===== src/rtl/ffo_pkg.sv =====
package ffo_pkg;

	localparam int DEPTH  = 256;
	localparam int DATA_W = 32;
	localparam int AW     = (DEPTH > 1) ? $clog2(DEPTH) : 1;
	localparam int CW     = $clog2(DEPTH + 1);
	localparam int SW     = CW + 1;
	localparam int OP_W   = 3;
	localparam int VAL_W  = 32;
	localparam int NUM_W  = 9;
	localparam int STAT_W = 2;

	typedef enum logic [OP_W-1:0] {
		OP_PUSH   = 3'd0,
		OP_POP    = 3'd1,
		OP_SIZE   = 3'd2,
		OP_CLEAR  = 3'd3,
		OP_COUNT  = 3'd4,
		OP_REMOVE = 3'd5,
		OP_INSERT = 3'd6
	} op_t;

	typedef enum logic [STAT_W-1:0] {
		ST_OK    = 2'd0,
		ST_EMPTY = 2'd1,
		ST_FULL  = 2'd2
	} status_t;

	typedef struct packed {
		logic              we;
		logic [AW-1:0]     waddr;
		logic [DATA_W-1:0] wdata;
		logic              re;
		logic [AW-1:0]     raddr;
	} mem_req_t;

	typedef struct packed {
		logic signed [VAL_W-1:0] data_out;
		logic [NUM_W-1:0]        number;
		status_t                 status;
	} res_t;

	// slot index a + b modulo DEPTH; a < DEPTH, b <= DEPTH
	function automatic logic [AW-1:0] wrap_add(input logic [AW-1:0] a, input logic [CW-1:0] b);
		logic [SW-1:0] s;
		s = SW'(a) + SW'(b);
		if (s >= SW'(DEPTH)) begin
			s = s - SW'(DEPTH);
		end
		return AW'(s);
	endfunction

endpackage


===== src/rtl/ffo_if.sv =====
interface ffo_req_if;
	logic                           valid;
	logic                           ready;
	logic [ffo_pkg::OP_W-1:0]       op;
	logic signed [ffo_pkg::VAL_W-1:0] value;

	modport source(output valid, output op, output value, input ready);
	modport sink(input valid, input op, input value, output ready);
endinterface



===== src/rtl/ffo_ctrl.sv =====
module ffo_ctrl (
	input  logic                       clk,
	input  logic                       arst_n,
	ffo_req_if.sink                    req,
	input  logic                       out_free,
	input  logic [ffo_pkg::DATA_W-1:0] rdata,
	output ffo_pkg::mem_req_t          mem_req,
	output logic                       res_valid,
	output ffo_pkg::res_t              res
);

	typedef enum logic [5:0] {
		S_IDLE = 6'b000001,
		S_POP  = 6'b000010,
		S_RD   = 6'b000100,
		S_PROC = 6'b001000,
		S_INS  = 6'b010000,
		S_DONE = 6'b100000
	} state_t;

	state_t                     state_q;
	ffo_pkg::op_t               op_q;
	ffo_pkg::op_t               op_in;
	logic [ffo_pkg::AW-1:0]     head_q;
	logic [ffo_pkg::AW-1:0]     tail_q;
	logic [ffo_pkg::CW-1:0]     occ_q;
	logic [ffo_pkg::CW-1:0]     k_q;
	logic [ffo_pkg::CW-1:0]     n_q;
	logic [ffo_pkg::CW-1:0]     w_q;
	logic                       phase_q;
	logic [ffo_pkg::DATA_W-1:0] val_q;
	ffo_pkg::res_t              res_q;
	logic                       accept;
	logic                       walk_end;
	logic                       neg;
	logic [ffo_pkg::SW-1:0]     ins_total;

	assign op_in     = ffo_pkg::op_t'(req.op);
	assign req.ready = (state_q == S_IDLE) || ((state_q == S_DONE) && out_free);
	assign accept    = req.valid && req.ready;
	assign walk_end  = phase_q ? (k_q == '0) : (k_q == occ_q);
	assign neg       = rdata[ffo_pkg::DATA_W-1];
	assign ins_total = ffo_pkg::SW'(occ_q) + ffo_pkg::SW'(n_q);
	assign res_valid = (state_q == S_DONE);
	assign res       = res_q;

	always_comb begin
		mem_req = '0;
		if (accept && (op_in == ffo_pkg::OP_PUSH) && (occ_q != ffo_pkg::CW'(ffo_pkg::DEPTH))) begin
			mem_req.we    = 1'b1;
			mem_req.waddr = tail_q;
			mem_req.wdata = ffo_pkg::DATA_W'(req.value);
		end
		if (accept && (op_in == ffo_pkg::OP_POP) && (occ_q != '0)) begin
			mem_req.re    = 1'b1;
			mem_req.raddr = head_q;
		end
		case (state_q)
			S_RD: begin
				if (!walk_end) begin
					mem_req.re    = 1'b1;
					mem_req.raddr = phase_q ?
						ffo_pkg::wrap_add(head_q, k_q - ffo_pkg::CW'(1)) :
						ffo_pkg::wrap_add(head_q, k_q);
				end
			end
			S_PROC: begin
				if ((op_q == ffo_pkg::OP_REMOVE) && !neg) begin
					mem_req.we    = 1'b1;
					mem_req.waddr = ffo_pkg::wrap_add(head_q, n_q);
					mem_req.wdata = rdata;
				end
				if ((op_q == ffo_pkg::OP_INSERT) && phase_q) begin
					mem_req.we    = 1'b1;
					mem_req.waddr = ffo_pkg::wrap_add(head_q, w_q - ffo_pkg::CW'(1));
					mem_req.wdata = rdata;
				end
			end
			S_INS: begin
				mem_req.we    = 1'b1;
				mem_req.waddr = ffo_pkg::wrap_add(head_q, w_q - ffo_pkg::CW'(1));
				mem_req.wdata = ffo_pkg::DATA_W'(1);
			end
			default: begin
			end
		endcase
	end

	always_ff @(posedge clk) begin
		if (accept) begin
			op_q           <= op_in;
			val_q          <= ffo_pkg::DATA_W'(req.value);
			k_q            <= '0;
			n_q            <= '0;
			res_q.data_out <= '0;
			res_q.status   <= ffo_pkg::ST_OK;
			res_q.number   <= ffo_pkg::NUM_W'(occ_q);
			case (op_in)
				ffo_pkg::OP_PUSH: begin
					if (occ_q == ffo_pkg::CW'(ffo_pkg::DEPTH)) begin
						res_q.status <= ffo_pkg::ST_FULL;
					end else begin
						res_q.number <= ffo_pkg::NUM_W'(occ_q + ffo_pkg::CW'(1));
					end
				end
				ffo_pkg::OP_POP: begin
					if (occ_q == '0) begin
						res_q.status <= ffo_pkg::ST_EMPTY;
					end else begin
						res_q.number <= ffo_pkg::NUM_W'(occ_q - ffo_pkg::CW'(1));
					end
				end
				ffo_pkg::OP_CLEAR: begin
					res_q.number <= '0;
				end
				default: begin
				end
			endcase
		end else begin
			case (state_q)
				S_POP: begin
					res_q.data_out <= rdata;
				end
				S_RD: begin
					if (walk_end) begin
						case (op_q)
							ffo_pkg::OP_COUNT, ffo_pkg::OP_REMOVE: begin
								res_q.number <= ffo_pkg::NUM_W'(n_q);
							end
							ffo_pkg::OP_INSERT: begin
								if (phase_q) begin
									res_q.number <= ffo_pkg::NUM_W'(n_q);
								end else if (ins_total > ffo_pkg::SW'(ffo_pkg::DEPTH)) begin
									res_q.status <= ffo_pkg::ST_FULL;
								end else begin
									k_q <= occ_q;
									w_q <= ffo_pkg::CW'(ins_total);
									n_q <= ffo_pkg::CW'(ins_total);
								end
							end
							default: begin
							end
						endcase
					end else if (phase_q) begin
						k_q <= k_q - ffo_pkg::CW'(1);
					end
				end
				S_PROC: begin
					if (phase_q) begin
						w_q <= w_q - ffo_pkg::CW'(1);
					end else begin
						k_q <= k_q + ffo_pkg::CW'(1);
						case (op_q)
							ffo_pkg::OP_COUNT: begin
								if (rdata == val_q) begin
									n_q <= n_q + ffo_pkg::CW'(1);
								end
							end
							ffo_pkg::OP_REMOVE: begin
								if (!neg) begin
									n_q <= n_q + ffo_pkg::CW'(1);
								end
							end
							default: begin
								if (neg) begin
									n_q <= n_q + ffo_pkg::CW'(1);
								end
							end
						endcase
					end
				end
				S_INS: begin
					w_q <= w_q - ffo_pkg::CW'(1);
				end
				default: begin
				end
			endcase
		end
	end

	always_ff @(posedge clk or negedge arst_n) begin
		if (!arst_n) begin
			state_q <= S_IDLE;
			head_q  <= '0;
			tail_q  <= '0;
			occ_q   <= '0;
			phase_q <= 1'b0;
		end else if (accept) begin
			phase_q <= 1'b0;
			state_q <= S_DONE;
			case (op_in)
				ffo_pkg::OP_PUSH: begin
					if (occ_q != ffo_pkg::CW'(ffo_pkg::DEPTH)) begin
						tail_q <= ffo_pkg::wrap_add(tail_q, ffo_pkg::CW'(1));
						occ_q  <= occ_q + ffo_pkg::CW'(1);
					end
				end
				ffo_pkg::OP_POP: begin
					if (occ_q != '0) begin
						head_q  <= ffo_pkg::wrap_add(head_q, ffo_pkg::CW'(1));
						occ_q   <= occ_q - ffo_pkg::CW'(1);
						state_q <= S_POP;
					end
				end
				ffo_pkg::OP_CLEAR: begin
					head_q <= '0;
					tail_q <= '0;
					occ_q  <= '0;
				end
				ffo_pkg::OP_COUNT, ffo_pkg::OP_REMOVE, ffo_pkg::OP_INSERT: begin
					state_q <= S_RD;
				end
				default: begin
				end
			endcase
		end else begin
			case (state_q)
				S_POP: begin
					state_q <= S_DONE;
				end
				S_RD: begin
					if (walk_end) begin
						state_q <= S_DONE;
						case (op_q)
							ffo_pkg::OP_REMOVE: begin
								occ_q  <= n_q;
								tail_q <= ffo_pkg::wrap_add(head_q, n_q);
							end
							ffo_pkg::OP_INSERT: begin
								if (phase_q) begin
									occ_q  <= n_q;
									tail_q <= ffo_pkg::wrap_add(head_q, n_q);
								end else if (ins_total <= ffo_pkg::SW'(ffo_pkg::DEPTH)) begin
									phase_q <= 1'b1;
									state_q <= S_RD;
								end
							end
							default: begin
							end
						endcase
					end else begin
						state_q <= S_PROC;
					end
				end
				S_PROC: begin
					state_q <= (phase_q && neg) ? S_INS : S_RD;
				end
				S_INS: begin
					state_q <= S_RD;
				end
				S_DONE: begin
					if (out_free) begin
						state_q <= S_IDLE;
					end
				end
				default: begin
					state_q <= S_IDLE;
				end
			endcase
		end
	end

endmodule


===== src/flat_wrapper.sv =====
// flat-port wrapper written by rule: the top's interface ports become plain ports
module ffo_ctrl_flat 
  (clk, arst_n, out_free, rdata, mem_req, res_valid, res, req_valid, req_op, req_value, req_ready);
  ffo_req_if req_i ();
  input  logic clk;
  input  logic arst_n;
  input  logic out_free;
  input  logic [ffo_pkg::DATA_W-1:0] rdata;
  output ffo_pkg::mem_req_t mem_req;
  output logic res_valid;
  output ffo_pkg::res_t res;
  input wire logic [$bits(req_i.valid)-1:0] req_valid;
  input wire logic [$bits(req_i.op)-1:0] req_op;
  input wire logic [$bits(req_i.value)-1:0] req_value;
  output wire logic [$bits(req_i.ready)-1:0] req_ready;
  assign req_i.valid = req_valid;
  assign req_i.op = req_op;
  assign req_i.value = req_value;
  assign req_ready = req_i.ready;
  ffo_ctrl u_core (.clk(clk), .arst_n(arst_n), .req(req_i), .out_free(out_free), .rdata(rdata), .mem_req(mem_req), .res_valid(res_valid), .res(res));
endmodule

===== config.mk =====
export PLATFORM = sky130hd
export DESIGN_NAME = ffo_ctrl_flat
export DESIGN_NICKNAME = d
export VERILOG_FILES = /design/src/rtl/ffo_pkg.sv /design/src/rtl/ffo_if.sv /design/src/rtl/ffo_ctrl.sv /design/src/flat_wrapper.sv
export SDC_FILE = /design/constraint.sdc
export NUM_CORES = 1
export LEC_CHECK = 0
export BUFFER_PORTS_ARGS = -buffer_cell sky130_fd_sc_hd__buf_2
export CORE_MARGIN = 2
export CORE_UTILIZATION = 55
export DETAILED_ROUTE_END_ITERATION = 8
export PLACE_DENSITY_LB_ADDON = 0.3
export SYNTH_ARGS = -nofsm -noshare
export SYNTH_HDL_FRONTEND = slang
export SYNTH_SLANG_ARGS = --single-unit

===== constraint.sdc =====
create_clock -name clk -period 9.25 [get_ports clk]
set_input_delay 0.925 -clock clk [delete_from_list [all_inputs] [get_ports clk]]
set_output_delay 0.925 -clock clk [all_outputs]
set_load 0.03 [all_outputs]

**Word-level counts from Yosys, hierarchy flattened**

Cells that the tools add are included.

- Bits in registers: 137
- Output and inout port bits: 95
- Word-level logic and storage cells: 195
- Input bits: 71

- Mux-type cells: 80
- $add $sub $neg: 19
- Magnitude comparators: 8
- Equality and inequality tests: 39
- Reductions and logical operators: 35
- Bitwise logic cells: 1

Operators by type and width:

| operator | number |
|---|---|
| 9-bit 2-to-1 mux | 26 |
| 41-bit 2-to-1 mux | 3 |
| 8-bit 2-to-1 mux | 13 |
| 9-bit one-hot mux with 2 select lines | 5 |
| 41-bit one-hot mux with 2 select lines | 1 |
| 9-bit one-hot mux with 3 select lines | 3 |
| 8-bit one-hot mux with 2 select lines | 3 |
| 8-bit by 1-bit subtractor with 8-bit output, second input constant | 6 |
| 6-bit 2-to-1 mux | 7 |
| 8-bit by 9-bit adder with 10-bit output | 4 |
| 10-bit by 9-bit greater-or-equal comparator with 1-bit output, second input constant | 4 |
| 11-bit 2-to-1 mux | 3 |
| 32-bit equality test | 1 |
| 6-bit one-hot mux with 5 select lines | 1 |
| 9-bit by 1-bit adder with 9-bit output, second input constant | 3 |
| 9-bit by 1-bit subtractor with 9-bit output, second input constant | 3 |
| 8-bit by 1-bit adder with 9-bit output, second input constant | 2 |
| 3-bit equality test, second input constant | 6 |
| 9-bit greater-or-equal comparator, second input constant | 2 |
| 9-bit logical NOT | 2 |
| 3-bit != test, second input constant | 6 |
| 7-bit AND reduction | 2 |
| 6-bit one-hot mux with 2 select lines | 1 |
| 6-bit AND reduction | 2 |
| other kinds (38) | 73 |

**Longest topological paths before layout**

Gate-level depths: netlist of run 1.

- Depth after elaboration: 10
- Gate-level depth with buffers: 14
- Gate-level depth less buffers: 13

**Worst setup path before layout of run 1**

OpenSTA, ideal clock, no wires.

- Path kind: input-to-output
- Start point: input out_free
- End point: output mem_req[46] (netlist bit)
- Required time: 8.325 ns
- Path buffers: 2
- Stages on the path: 10
- Arrival: 3.481 ns
- Setup slack: 4.844 ns
- Cells stage by stage: nand3b_1 a21oi_1 nand2_1 clkbuf_1 nor2_1 nand2_1 a31oi_1 clkbuf_1 o21ai_0 o21ai_0

RTL lines:

| element | line | RTL |
|---|---|---|
| start, declared | flat_wrapper.sv:7 | `input logic out_free;` |
| end, declared | flat_wrapper.sv:9 | `output ffo_pkg::mem_req_t mem_req;` |

==> PnR_summary.wiki, run 1 <==
{| class="wikitable"
! Metric !! Value
|-
| Status || completed
|-
| Final ANT Viol Nets || 0
|-
| Final worst clock skew || 0.0105 ns
|-
| Async set-or-reset flop fraction in the synthesized netlist || 0.235
|-
| First-pass DRT Iterations || 6
|-
| Critical path start-end classification || reg -> out
|-
| Final critical-path share of the clock period || 0.553
|-
| Wire length of the first global-routing pass || 41.8 mm
|-
| Static Leakage || 4.63 nW
|-
| Port Buffers || 165
|-
| IO Pins || 166
|-
| Number of standard cells in the layout, taps in and fillers out || 1,396
|-
| Count of distinct cell types in the synthesized netlist || 75
|-
| Avg Vias per Cell || 6.19
|-
| Syn Inst Count || 1,032
|-
| Total number of H-tree levels || 4
|-
| Number of buffers created by CTS || 17
|-
| Area of the core region || 0.0160 mm²
|-
| Data arrival at the endpoint of the critical path || 4.19 ns
|-
| Clock buffer depth || 2
|-
| Cells after DPL || 1,364
|-
| Area of the mapped netlist || 0.00905 mm²
|-
| Number of global-route vias before repair || 7,931
|-
| Worst hold-check slack || 0.451 ns
|-
| Peak VDD IR || 146 µV
|-
| Highest clock frequency the design can meet || 196 MHz
|-
| Number of core rows || 46
|-
| Leftover overflow at the end of global routing || 0
|-
| Count of cells resized by post-cts repair || 0
|-
| Most instantiated flip-flop cell in the synthesis netlist || sky130_fd_sc_hd__edfxtp_1
|-
| Net count, final || 1,280
|-
| Starting Density || 0.565
|-
| Power density normalized to cell area || 250 mW/mm²
|-
| Clock tree from TritonCTS || done
|-
| CTS sink cnt || 136
|-
| Global-route total usage across every layer || 0.302
|-
| Final max-slew violation count || 0
|-
| Total die area || 0.0175 mm²
|-
| Layout cells sized above 1 || 0.199
|-
| Number of buffers added for setup after CTS || 0
|-
| Ant diodes || 0
|-
| Area grow syn2layout || 17.1%
|-
| FF-to-FF Start || u_core.n_q[0]$_SDFFE_PN0P_
|-
| Required time at the endpoint of the critical path || 8.33 ns
|-
| Number of warnings printed during yosys synthesis || 0
|-
| Half-perimeter wire length after placement || 19.6 mm
|-
| Sort of element at the end of the critical path || output pin
|-
| Via count || 8,641
|-
| Cell at the root of the clock tree || sky130_fd_sc_hd__clkbuf_16
|-
| Post-route core utilization || 0.662
|-
| Die W || 132 µm
|-
| CP Launch Type || flip-flop
|-
| Setup repair after global routing missed its margin || no
|-
| Start point of the critical path || u_core.occ_q[0]$_DFFE_PN0P_
|-
| Tmin final || 5.11 ns
|-
| Number of enable-type register cells in the synthesized netlist || 54
|-
| Total Negative Setup Slacks || 0 ns
|-
| Final GP Congestion || 0.954
|-
| Post-Synthesis Mean Instance Area || 8.77 µm²
|-
| Worst relative slew slack || 0.210
|-
| Sequential fraction of the synthesis area || 0.379
|-
| Drt drc || 0
|-
| Maximum number of pins on one net before global-route repair || 55
|-
| Clock transition at the registers of the reported paths || 0.06 ns
|-
| Setup violators final || 0
|-
| Number of max-cap violations || 0
|-
| Number of antenna violations at the first check in global routing || 0
|-
| Class of the tightest hold or removal check || reg -> reg
|-
| Hold buffer count at CTS || 0
|-
| Endpoints failing hold || 0
|-
| Highest fanout seen on the critical path || 43
|-
| Number of DRC markers after the initial detailed-route iteration || 829
|-
| Die height || 132 µm
|-
| Worst-Skew Late Latency || 0.43 ns
|-
| Measured slew at the worst slew-check pin || 1.17 ns
|-
| Mean routed wirelength per cell || 19.2 µm
|-
| Aggregate routed wire length || 26.8 mm
|-
| Syn Nets || 1,145
|-
| Flip-flop and latch count after synthesis || 136
|-
| Source of the worst hold timing path || u_core.res[37]$_SDFFE_PN0N_
|}
==> cells in the mapped netlist (37+ instances only) <==
cell	number	area [µm²]
sky130_fd_sc_hd__a22o_1	37	324
sky130_fd_sc_hd__dfxtp_1	50	1000
sky130_fd_sc_hd__nand2_1	139	522
sky130_fd_sc_hd__a21oi_1	81	405
sky130_fd_sc_hd__edfxtp_1	54	1620
sky130_fd_sc_hd__nor2_1	74	278
sky130_fd_sc_hd__o21ai_0	48	240
sky130_fd_sc_hd__xor2_1	38	333
sky130_fd_sc_hd__clkbuf_1	52	195
sky130_fd_sc_hd__xnor2_1	60	526
sky130_fd_sc_hd__ha_1	38	475
==> cell usage in the layout (no fill, tap or decap), types with 38 or more instances in the layout <==
cell type,instances
sky130_fd_sc_hd__nor2_1,73
sky130_fd_sc_hd__nand2_1,139
sky130_fd_sc_hd__xnor2_1,60
sky130_fd_sc_hd__edfxtp_1,54
sky130_fd_sc_hd__a21oi_1,81
sky130_fd_sc_hd__xor2_1,38
sky130_fd_sc_hd__o21ai_0,48
sky130_fd_sc_hd__ha_1,38
sky130_fd_sc_hd__dfxtp_1,50
sky130_fd_sc_hd__buf_2,165
==> critical path, stage by stage (launching register included) <==
cell and delay [ns]:
sky130_fd_sc_hd__dfrtp_1 0.46, sky130_fd_sc_hd__inv_1 0.17, sky130_fd_sc_hd__ha_1 0.26, sky130_fd_sc_hd__or3b_2 0.48, sky130_fd_sc_hd__or2_2 0.33, sky130_fd_sc_hd__o21ai_1 0.50, sky130_fd_sc_hd__nor2_4 0.02, sky130_fd_sc_hd__buf_4 0.27
sky130_fd_sc_hd__nand2_1 0.19, sky130_fd_sc_hd__a31oi_4 0.37, sky130_fd_sc_hd__or3_1 0.47, sky130_fd_sc_hd__buf_2 0.18
==> area by class of cell <==
class / count / area, µm²
clock inverters: 11 / 123
clock buffers: 21 / 450
multi-input cells: 811 / 5320
repair buffers: 177 / 916
flip-flops and latches: 136 / 3420
fillers: 1361 / 5410
well taps: 216 / 270
inverters: 24 / 91.3
==> registers in the layout, indices dropped and copies added, names as in the netlist <==
name	cells
u_core.head_q	8
u_core.k_q	9
u_core.n_q	9
u_core.occ_q	9
u_core.op_q	3
u_core.phase_q	1
u_core.res	43
u_core.state_q	6
u_core.tail_q	8
u_core.val_q	32
u_core.w_q	8
==> power breakdown <==
group	switching (mW)	total [mW]	internal [mW]	leakage, nW
Sequential	0.151	0.917	0.766	1.34
Combinational	0.662	1.05	0.392	3.02
Clock	0.268	0.672	0.404	0.278
==> worst paths after layout <==
kind / cells after the start / slack, ns / to
hold reg to reg: 2 / 0.45 / u_core.res[37]$_SDFFE_PN0N_
min in group asynchronous: 1 / 0.56 / u_core.head_q[3]$_DFFE_PN0P_
max in group asynchronous: 1 / 8.18 / u_core.occ_q[3]$_DFFE_PN0P_
setup / recovery: 11 / 4.14 / mem_req[49]
hold / removal: 2 / 0.45 / u_core.res[37]$_SDFFE_PN0N_
setup reg to reg: 11 / 5.13 / u_core.n_q[0]$_SDFFE_PN0P_
==> cell families (layout without fill, tap and decap cells) <==
logic type	Yosys count	after routing	share of synthesized area
AO/OA/AOI/OAI	289	289	0.218
AND/OR/NAND/NOR	365	365	0.191
XOR/XNOR	98	98	0.0949
buffers and inverters	85	233	0.0366
multiplexers	17	17	0.0203
flip-flops	136	136	0.379
adder cells (fa/ha/maj)	42	42	0.0614
==> per-layer routing <==
metal / GRT usage / share of wire
met1: 0.380 / 0.41
met2: 0.509 / 0.49
met3: 0.0677 / 0.075
met4: 0.112 / 0.034
met5: 0 / 0
==> per-stage QoR <==
step / power, mW / worst slack, ns / instance area, µm²
3_3_place_gp: 1.94 / 4.60 / 10000
3_5_place_dp: 1.96 / 4.52 / 10000
5_1_grt: 2.79 / 3.83 / 10600
4_1_cts: 2.63 / 4.20 / 10600
6_report: 2.64 / 4.14 / 10600
2_1_floorplan: 1.66 / 4.84 / 9050
Note: power is estimated with default switching activity, not from simulation.
==> run 2, diff against run 1 <==
Clock period 9.25 ns to 5.1 ns, I/O delays scaled along.
==> run 2 against run 1 <==
  * Register-to-register slack worse by 4.1 ns
  * Die area stayed put
  * First-iteration DRC count is 8.2% higher
  * Cell count is 0.14% higher
  * Non-clock buffer count is 1 higher
==> PnR_summary.wiki, run 2 (synthesis gave the netlist of run 1 again) <==
{| class="wikitable"
! Metric !! Value
|-
| Post-route met1 wirelength || 10.6 mm (-2.2%)
|-
| Die W || 132 µm (unchanged)
|-
| Cells after DPL || 1,365 (+0.073%)
|-
| Top sig layer || met4
|-
| Most common cell after layout, fill and taps aside || sky130_fd_sc_hd__buf_2
|-
| Filler cells || 1,326 (-2.6%)
|-
| Number of core rows || 46 (unchanged)
|-
| Total Negative Setup Slacks || 0 ns (unchanged)
|-
| Data arrival at the endpoint of the critical path || 4.20 ns (about the same)
|-
| Layout cells sized above 1 || 0.203 (+0.00389)
|-
| Metal3 WL || 2.25 mm (+12%)
|-
| First-pass DRT Iterations || 6 (unchanged)
|-
| Setup repair after global routing missed its margin || no
|-
| Port Buffers || 165 (unchanged)
|-
| Required time at the endpoint of the critical path || 4.59 ns (-3.74 ns)
|-
| Highest fanout seen on the critical path || 38 (-12%)
|-
| Die height || 132 µm (unchanged)
|-
| Final ANT Viol Nets || 0 (unchanged)
|-
| Drt drc || 0 (unchanged)
|-
| Class of the tightest hold or removal check || in -> async
|-
| Tmin final || 4.71 ns
|-
| Worst relative slew slack || 0.314 (+0.103)
|-
| Wire length of the first global-routing pass || 42.0 mm (+0.36%)
|-
| Final critical-path share of the clock period || 0.924
|-
| Half-perimeter wire length after placement || 19.6 mm (-0.23%)
|-
| Status || completed
|-
| Dominant delay contributor by cell family on the critical path || compound AO/OA/AOI/OAI gates
|-
| Clock tree from TritonCTS || done
|-
| IO Pins || 166 (unchanged)
|-
| Total die area || 0.0175 mm² (unchanged)
|-
| Cell at the root of the clock tree || sky130_fd_sc_hd__clkbuf_16
|-
| Final GP Congestion || 0.955 (about the same)
|-
| Leftover overflow at the end of global routing || 0 (unchanged)
|-
| Total number of H-tree levels || 4 (unchanged)
|-
| Critical path start-end classification || reg -> out
|-
| Worst hold-check slack || 0.184 ns (-0.267 ns)
|-
| Avg Vias per Cell || 6.26 (+1.2%)
|-
| CP max-delay cell || sky130_fd_sc_hd__a31oi_4
|-
| Number of buffers created by CTS || 17 (unchanged)
|-
| Post-route core utilization || 0.664 (+0.00235)
|-
| Setup violators final || 0 (unchanged)
|-
| Number of global-route vias before repair || 8,125 (+2.4%)
|-
| Sort of element at the end of the critical path || output pin
|-
| Global-route total usage across every layer || 0.301 (-0.000312)
|-
| Number of max-cap violations || 0 (unchanged)
|-
| Slowest cell delay on critical path || 0.79 ns (+0.29 ns)
|-
| Ant diodes || 0 (unchanged)
|-
| Static Leakage || 4.65 nW (+0.43%)
|-
| CP Launch Type || flip-flop
|-
| Flip-flop count of the largest register, all copies and words added || 43 (unchanged)
|-
| Net count, final || 1,282 (+0.16%)
|-
| Power density normalized to cell area || 454 mW/mm² (+82%)
|-
| Peak VDD IR || 295 µV (+100%)
|-
| Clock transition at the registers of the reported paths || 0.06 ns (about the same)
|-
| Worst path cell trace || inv_1 > ha_1 > or3b_2 > or2_2 > o21ai_2 > nor2_4 > nand2_1 > a31oi_4 > o21ai_0 > a32oi_1 > buf_2
|-
| CTS sink cnt || 136 (unchanged)
|-
| Measured slew at the worst slew-check pin || 1.03 ns (-0.148 ns)
|-
| Number of antenna violations at the first check in global routing || 0 (unchanged)
|-
| Number of DRC markers after the initial detailed-route iteration || 897 (+8.2%)
|-
| Worst-Skew Late Latency || 0.43 ns (about the same)
|-
| Sum of internal, switching and leakage power || 4.83 mW (+83%)
|-
| Area grow syn2layout || 17.5%
|-
| Sum of met2 wire segment lengths after detailed routing || 13.2 mm (+1.7%)
|-
| Highest clock frequency the design can meet || 212 MHz
|-
| Starting Density || 0.565 (unchanged)
|-
| Final max-slew violation count || 0 (unchanged)
|-
| Buffering stage count on the worst path with inverters included || 2 (-1)
|-
| Commonest non-fill, non-tap cells in the layout || sky130_fd_sc_hd__buf_2 (165), sky130_fd_sc_hd__nand2_1 (139), sky130_fd_sc_hd__a21oi_1 (81)
|-
| Mean routed wirelength per cell || 19.4 µm (+0.97%)
|-
| Aggregate routed wire length || 27.1 mm (+1.1%)
|-
| Via count || 8,756 (+1.3%)
|-
| Number of standard cells in the layout, taps in and fillers out || 1,398 (+0.14%)
|-
| Final worst clock skew || 0.00965 ns (-0.000862 ns)
|-
| Area of the core region || 0.0160 mm² (unchanged)
|-
| Maximum number of pins on one net before global-route repair || 81 (+47%)
|-
| Clock buffer depth || 2 (unchanged)
|-
| Hold buffer count at CTS || 0 (unchanged)
|-
| Endpoints failing hold || 0 (unchanged)
|}
-- run 2: cell count changes in the layout (fill, tap and decap cells not counted), sizes merged --
cell	change
buf	+1
clkinv	+3
bufinv	-1
clkinvlp	-1
nor2	+1
clkbuf	-1
-- run 2: repair_timing --
action,in CTS,in global routing
setup buffers,0,0
endpoints found under the setup margin,0,36
gates resized for setup,0,1
-- run 2: layer usage --
| layer | track usage | up-vias |
|---|---|---|
| met5 | 0 | - |
| met4 | 0.127 | 0 |
| met3 | 0.0681 | 81 |
| met2 | 0.511 | 484 |
| met1 | 0.371 | 4130 |
| li1 | - | 4061 |
-- run 2: through the flow --
| step | area, µm² | setup slack [ns] |
|---|---|---|
| after floorplan | 9050 | 1.17 |
| after global routing | 10600 | 0.111 |
| after CTS | 10600 | 0.0969 |
| final | 10600 | 0.387 |
| after global placement | 10000 | 0.692 |
| after detailed placement | 10000 | 0.552 |
-- run 2: final cells by class --
class                           count  area [µm²]  share of cell area
Clock buffer                       20         479              0.0451
Multi-Input combinational cell    812        5330               0.501
Sequential cell                   136        3420               0.322
Clock inverter                     12         114              0.0107
Tap cell                          216         270              0.0254
Timing Repair Buffer              178         923              0.0869
Inverter                           24        91.3             0.00859
-- run 2: final timing paths --
path / startpoint / endpoint / slack (ns) / cells after the start
max reg2reg: u_core.occ_q[0]$_DFFE_PN0P_ / u_core.n_q[2]$_SDFFE_PN0P_ / 1.03 / 11
min: arst_n / u_core.head_q[5]$_DFFE_PN0P_ / 0.18 / 1
max in group asynchronous: arst_n / u_core.state_q[3]$_DFFE_PN0P_ / 4.39 / 1
max: u_core.occ_q[0]$_DFFE_PN0P_ / mem_req[48] / 0.39 / 11
min in group clk: req_value[10] / u_core.val_q[10]$_DFFE_PN_ / 0.28 / 1
min reg2reg: u_core.res[42]$_SDFFE_PN0N_ / u_core.res[42]$_SDFFE_PN0N_ / 0.45 / 2
-- run 2: power breakdown --
group	switching, mW	leakage (nW)	internal [mW]
clock network	0.493	0.291	0.733
registers	0.233	1.34	1.39
logic	1.26	3.02	0.720
total	1.99	4.65	2.84
==> run 3, diff against run 2 <==
Settings changed: CORE_ASPECT_RATIO set to 1.2, CORE_UTILIZATION 55 to 57.
==> run 3 against run 2 <==
  * Register-to-register slack worse by 0.03 ns
  * Total power is 3.0% higher
  * Clock-buffer cell count shrank 3
  * Combinational power up 3%
  * Clock power grew 9%
  * Routed wire length grew 5.2%
  * Critical path type unchanged
  * First-iteration DRC count up 5.4%
  * Final area is 0.61% higher
  * Die area decreased by 3.4%
==> PnR_summary.wiki, run 3 (synthesis gave the netlist of run 1 again) <==
{| class="wikitable"
! Metric !! Value
|-
| Die W || 119 µm (-10%)
|-
| Multi-input logic area || 0.00534 mm² (+0.23%)
|-
| Slowest cell delay on critical path || 0.50 ns (-0.29 ns)
|-
| Clock buffer depth || 2 (unchanged)
|-
| Dominant delay contributor by cell family on the critical path || simple AND/OR/NAND/NOR gates
|-
| Tmin final || 4.79 ns (+0.0798 ns)
|-
| Drt drc || 0 (unchanged)
|-
| Worst-Skew Late Latency || 0.43 ns (about the same)
|-
| Final max-slew violation count || 0 (unchanged)
|-
| Maximum number of pins on one net before global-route repair || 73 (-9.9%)
|-
| Total die area || 0.0169 mm² (-3.4%)
|-
| Clock tree from TritonCTS || done
|-
| Layout cells sized above 1 || 0.206 (+0.00286)
|-
| Die height || 142 µm (+7.4%)
|-
| Highest fanout seen on the critical path || 22 (-42%)
|-
| Reg area || 0.00342 mm² (unchanged)
|-
| Half-perimeter wire length after placement || 20.2 mm (+3.4%)
|-
| Global-route total usage across every layer || 0.332 (+0.0311)
|-
| Number of DRC markers after the initial detailed-route iteration || 945 (+5.4%)
|-
| CTS sink cnt || 136 (unchanged)
|-
| Power density normalized to cell area || 465 mW/mm² (+2.4%)
|-
| Final GP Congestion || 1.05 (+10%)
|-
| Data arrival at the endpoint of the critical path || 4.28 ns (+0.08 ns)
|-
| Number of buffers added for setup after CTS || 0 (unchanged)
|-
| Final worst clock skew || 0.0101 ns (+0.000440 ns)
|-
| Flip-flop count of the largest register, all copies and words added || 43 (unchanged)
|-
| Worst relative slew slack || 0.153 (-0.160)
|-
| Number of standard cells in the layout, taps in and fillers out || 1,393 (-0.36%)
|-
| Status || completed
|-
| Starting Density || 0.581 (+0.0154)
|-
| Commonest non-fill, non-tap cells in the layout || sky130_fd_sc_hd__buf_2 (165), sky130_fd_sc_hd__nand2_1 (139), sky130_fd_sc_hd__a21oi_1 (81)
|-
| Cell at the root of the clock tree || sky130_fd_sc_hd__clkbuf_16
|-
| Final ANT Viol Nets || 0 (unchanged)
|-
| Total number of H-tree levels || 4 (unchanged)
|-
| CP max-delay cell || sky130_fd_sc_hd__or3_1
|-
| Logic depth of the worst register-to-register path || 11 (unchanged)
|-
| Aggregate routed wire length || 28.5 mm (+5.2%)
|-
| Filler cells || 1,247 (-6.0%)
|-
| CP Launch Type || flip-flop
|-
| Class of the tightest hold or removal check || in -> async
|-
| Port Buffers || 165 (unchanged)
|-
| Most common cell after layout, fill and taps aside || sky130_fd_sc_hd__buf_2
|-
| Number of buffers created by CTS || 17 (unchanged)
|-
| Required time at the endpoint of the critical path || 4.59 ns (about the same)
|-
| Critical path start-end classification || reg -> out
|-
| Setup violators final || 0 (unchanged)
|-
| Area of the core region || 0.0156 mm² (-2.6%)
|-
| Number of core rows || 50 (+8.7%)
|-
| Leftover overflow at the end of global routing || 0 (unchanged)
|-
| Ant diodes || 0 (unchanged)
|-
| Clock transition at the registers of the reported paths || 0.06 ns (about the same)
|-
| Wire length of the first global-routing pass || 43.8 mm (+4.4%)
|-
| Sort of element at the end of the critical path || output pin
|-
| Hold buffer count at CTS || 0 (unchanged)
|-
| Area grow syn2layout || 18.2%
|-
| Final critical-path share of the clock period || 0.940 (+0.0156)
|-
| Cells after DPL || 1,359 (-0.44%)
|-
| Measured slew at the worst slew-check pin || 1.26 ns (+0.233 ns)
|-
| Endpoints failing hold || 0 (unchanged)
|-
| Net count, final || 1,285 (+0.23%)
|-
| Mean routed wirelength per cell || 20.5 µm (+5.6%)
|-
| Buffering stage count on the worst path with inverters included || 2 (unchanged)
|-
| IO Pins || 166 (unchanged)
|-
| Worst path cell trace || inv_1 > ha_1 > or3b_2 > or2_2 > o21ai_2 > nor2_4 > nand2_1 > a31oi_2 > or3_1 > buf_2
|-
| Via count || 8,894 (+1.6%)
|-
| Peak VDD IR || 327 µV (+11%)
|-
| Total Negative Setup Slacks || 0 ns (unchanged)
|-
| Static Leakage || 4.68 nW (+0.59%)
|-
| First-pass DRT Iterations || 6 (unchanged)
|-
| Number of global-route vias before repair || 8,187 (+0.76%)
|-
| Avg Vias per Cell || 6.38 (+1.9%)
|-
| Levels on crit path || 10 (-1)
|-
| Highest clock frequency the design can meet || 209 MHz (-1.7%)
|-
| Number of max-cap violations || 0 (unchanged)
|-
| Number of antenna violations at the first check in global routing || 0 (unchanged)
|-
| Setup repair after global routing missed its margin || no
|}
-- run 3: cell count changes in the layout (fill, tap and decap cells not counted), moves of 2 or more --
cell	delta
sky130_fd_sc_hd__clkinv_2	-2
sky130_fd_sc_hd__bufinv_16	+3
sky130_fd_sc_hd__clkbuf_16	-2
sky130_fd_sc_hd__inv_8	+2
sky130_fd_sc_hd__buf_4	+2
-- run 3: path summary, 6_finish.rpt --
check	startpoint	end	slack [ns]
min in group clk	req_value[31]	u_core.val_q[31]$_DFFE_PN_	0.27
max in group asynchronous	arst_n	u_core.tail_q[7]$_DFFE_PN0P_	4.37
setup reg to reg	u_core.occ_q[0]$_DFFE_PN0P_	u_core.n_q[2]$_SDFFE_PN0P_	1.00
setup / recovery	u_core.occ_q[0]$_DFFE_PN0P_	mem_req[49]	0.31
hold / removal	arst_n	u_core.head_q[7]$_DFFE_PN0P_	0.20
hold reg to reg	u_core.res[38]$_SDFFE_PN0N_	u_core.res[38]$_SDFFE_PN0N_	0.45
-- run 3: stage by stage --
step	total power [mW]	worst slack (ns)	util	hold slack (ns)	instance area, µm²
2_1_floorplan	3.02	1.17	-	0.214	9050
3_3_place_gp	3.56	0.657	0.644	0.438	10000
3_5_place_dp	3.58	0.546	0.644	0.445	10000
4_1_cts	4.93	0.197	0.686	0.211	10700
5_1_grt	5.23	0.138	0.687	0.248	10700
6_report	4.98	0.307	0.687	0.197	10700
-- run 3: metal layers --
metal	vias to the layer above	GRT usage	wire length (µm)
met5	-	0	0
met4	0	0.144	1170
met3	88	0.0653	2350
met2	552	0.578	13900
met1	4186	0.401	11100
li1	4068	-	-
-- run 3: area by class of cell --
cell class              count  share of cell area
clock buffers              17              0.0398
inverters                  24             0.00854
multi-input cells         813               0.499
well taps                 208              0.0243
clock inverters            15              0.0201
repair buffers            180              0.0877
flip-flops and latches    136               0.320
-- run 3: report_power, final --
part           total [mW]  internal (mW)  switching [mW]
registers            1.59           1.39           0.200
clock network        1.34          0.830           0.513
logic                2.04          0.731            1.31
total                4.98           2.95            2.02
-- run 3: repair_timing --
| item | CTS | global route |
|---|---|---|
| pin swaps | 1 | 1 |
| gates cloned | 1 | 1 |
| gates resized for setup | 0 | 1 |
| endpoints found under the setup margin | 1 | 4 |
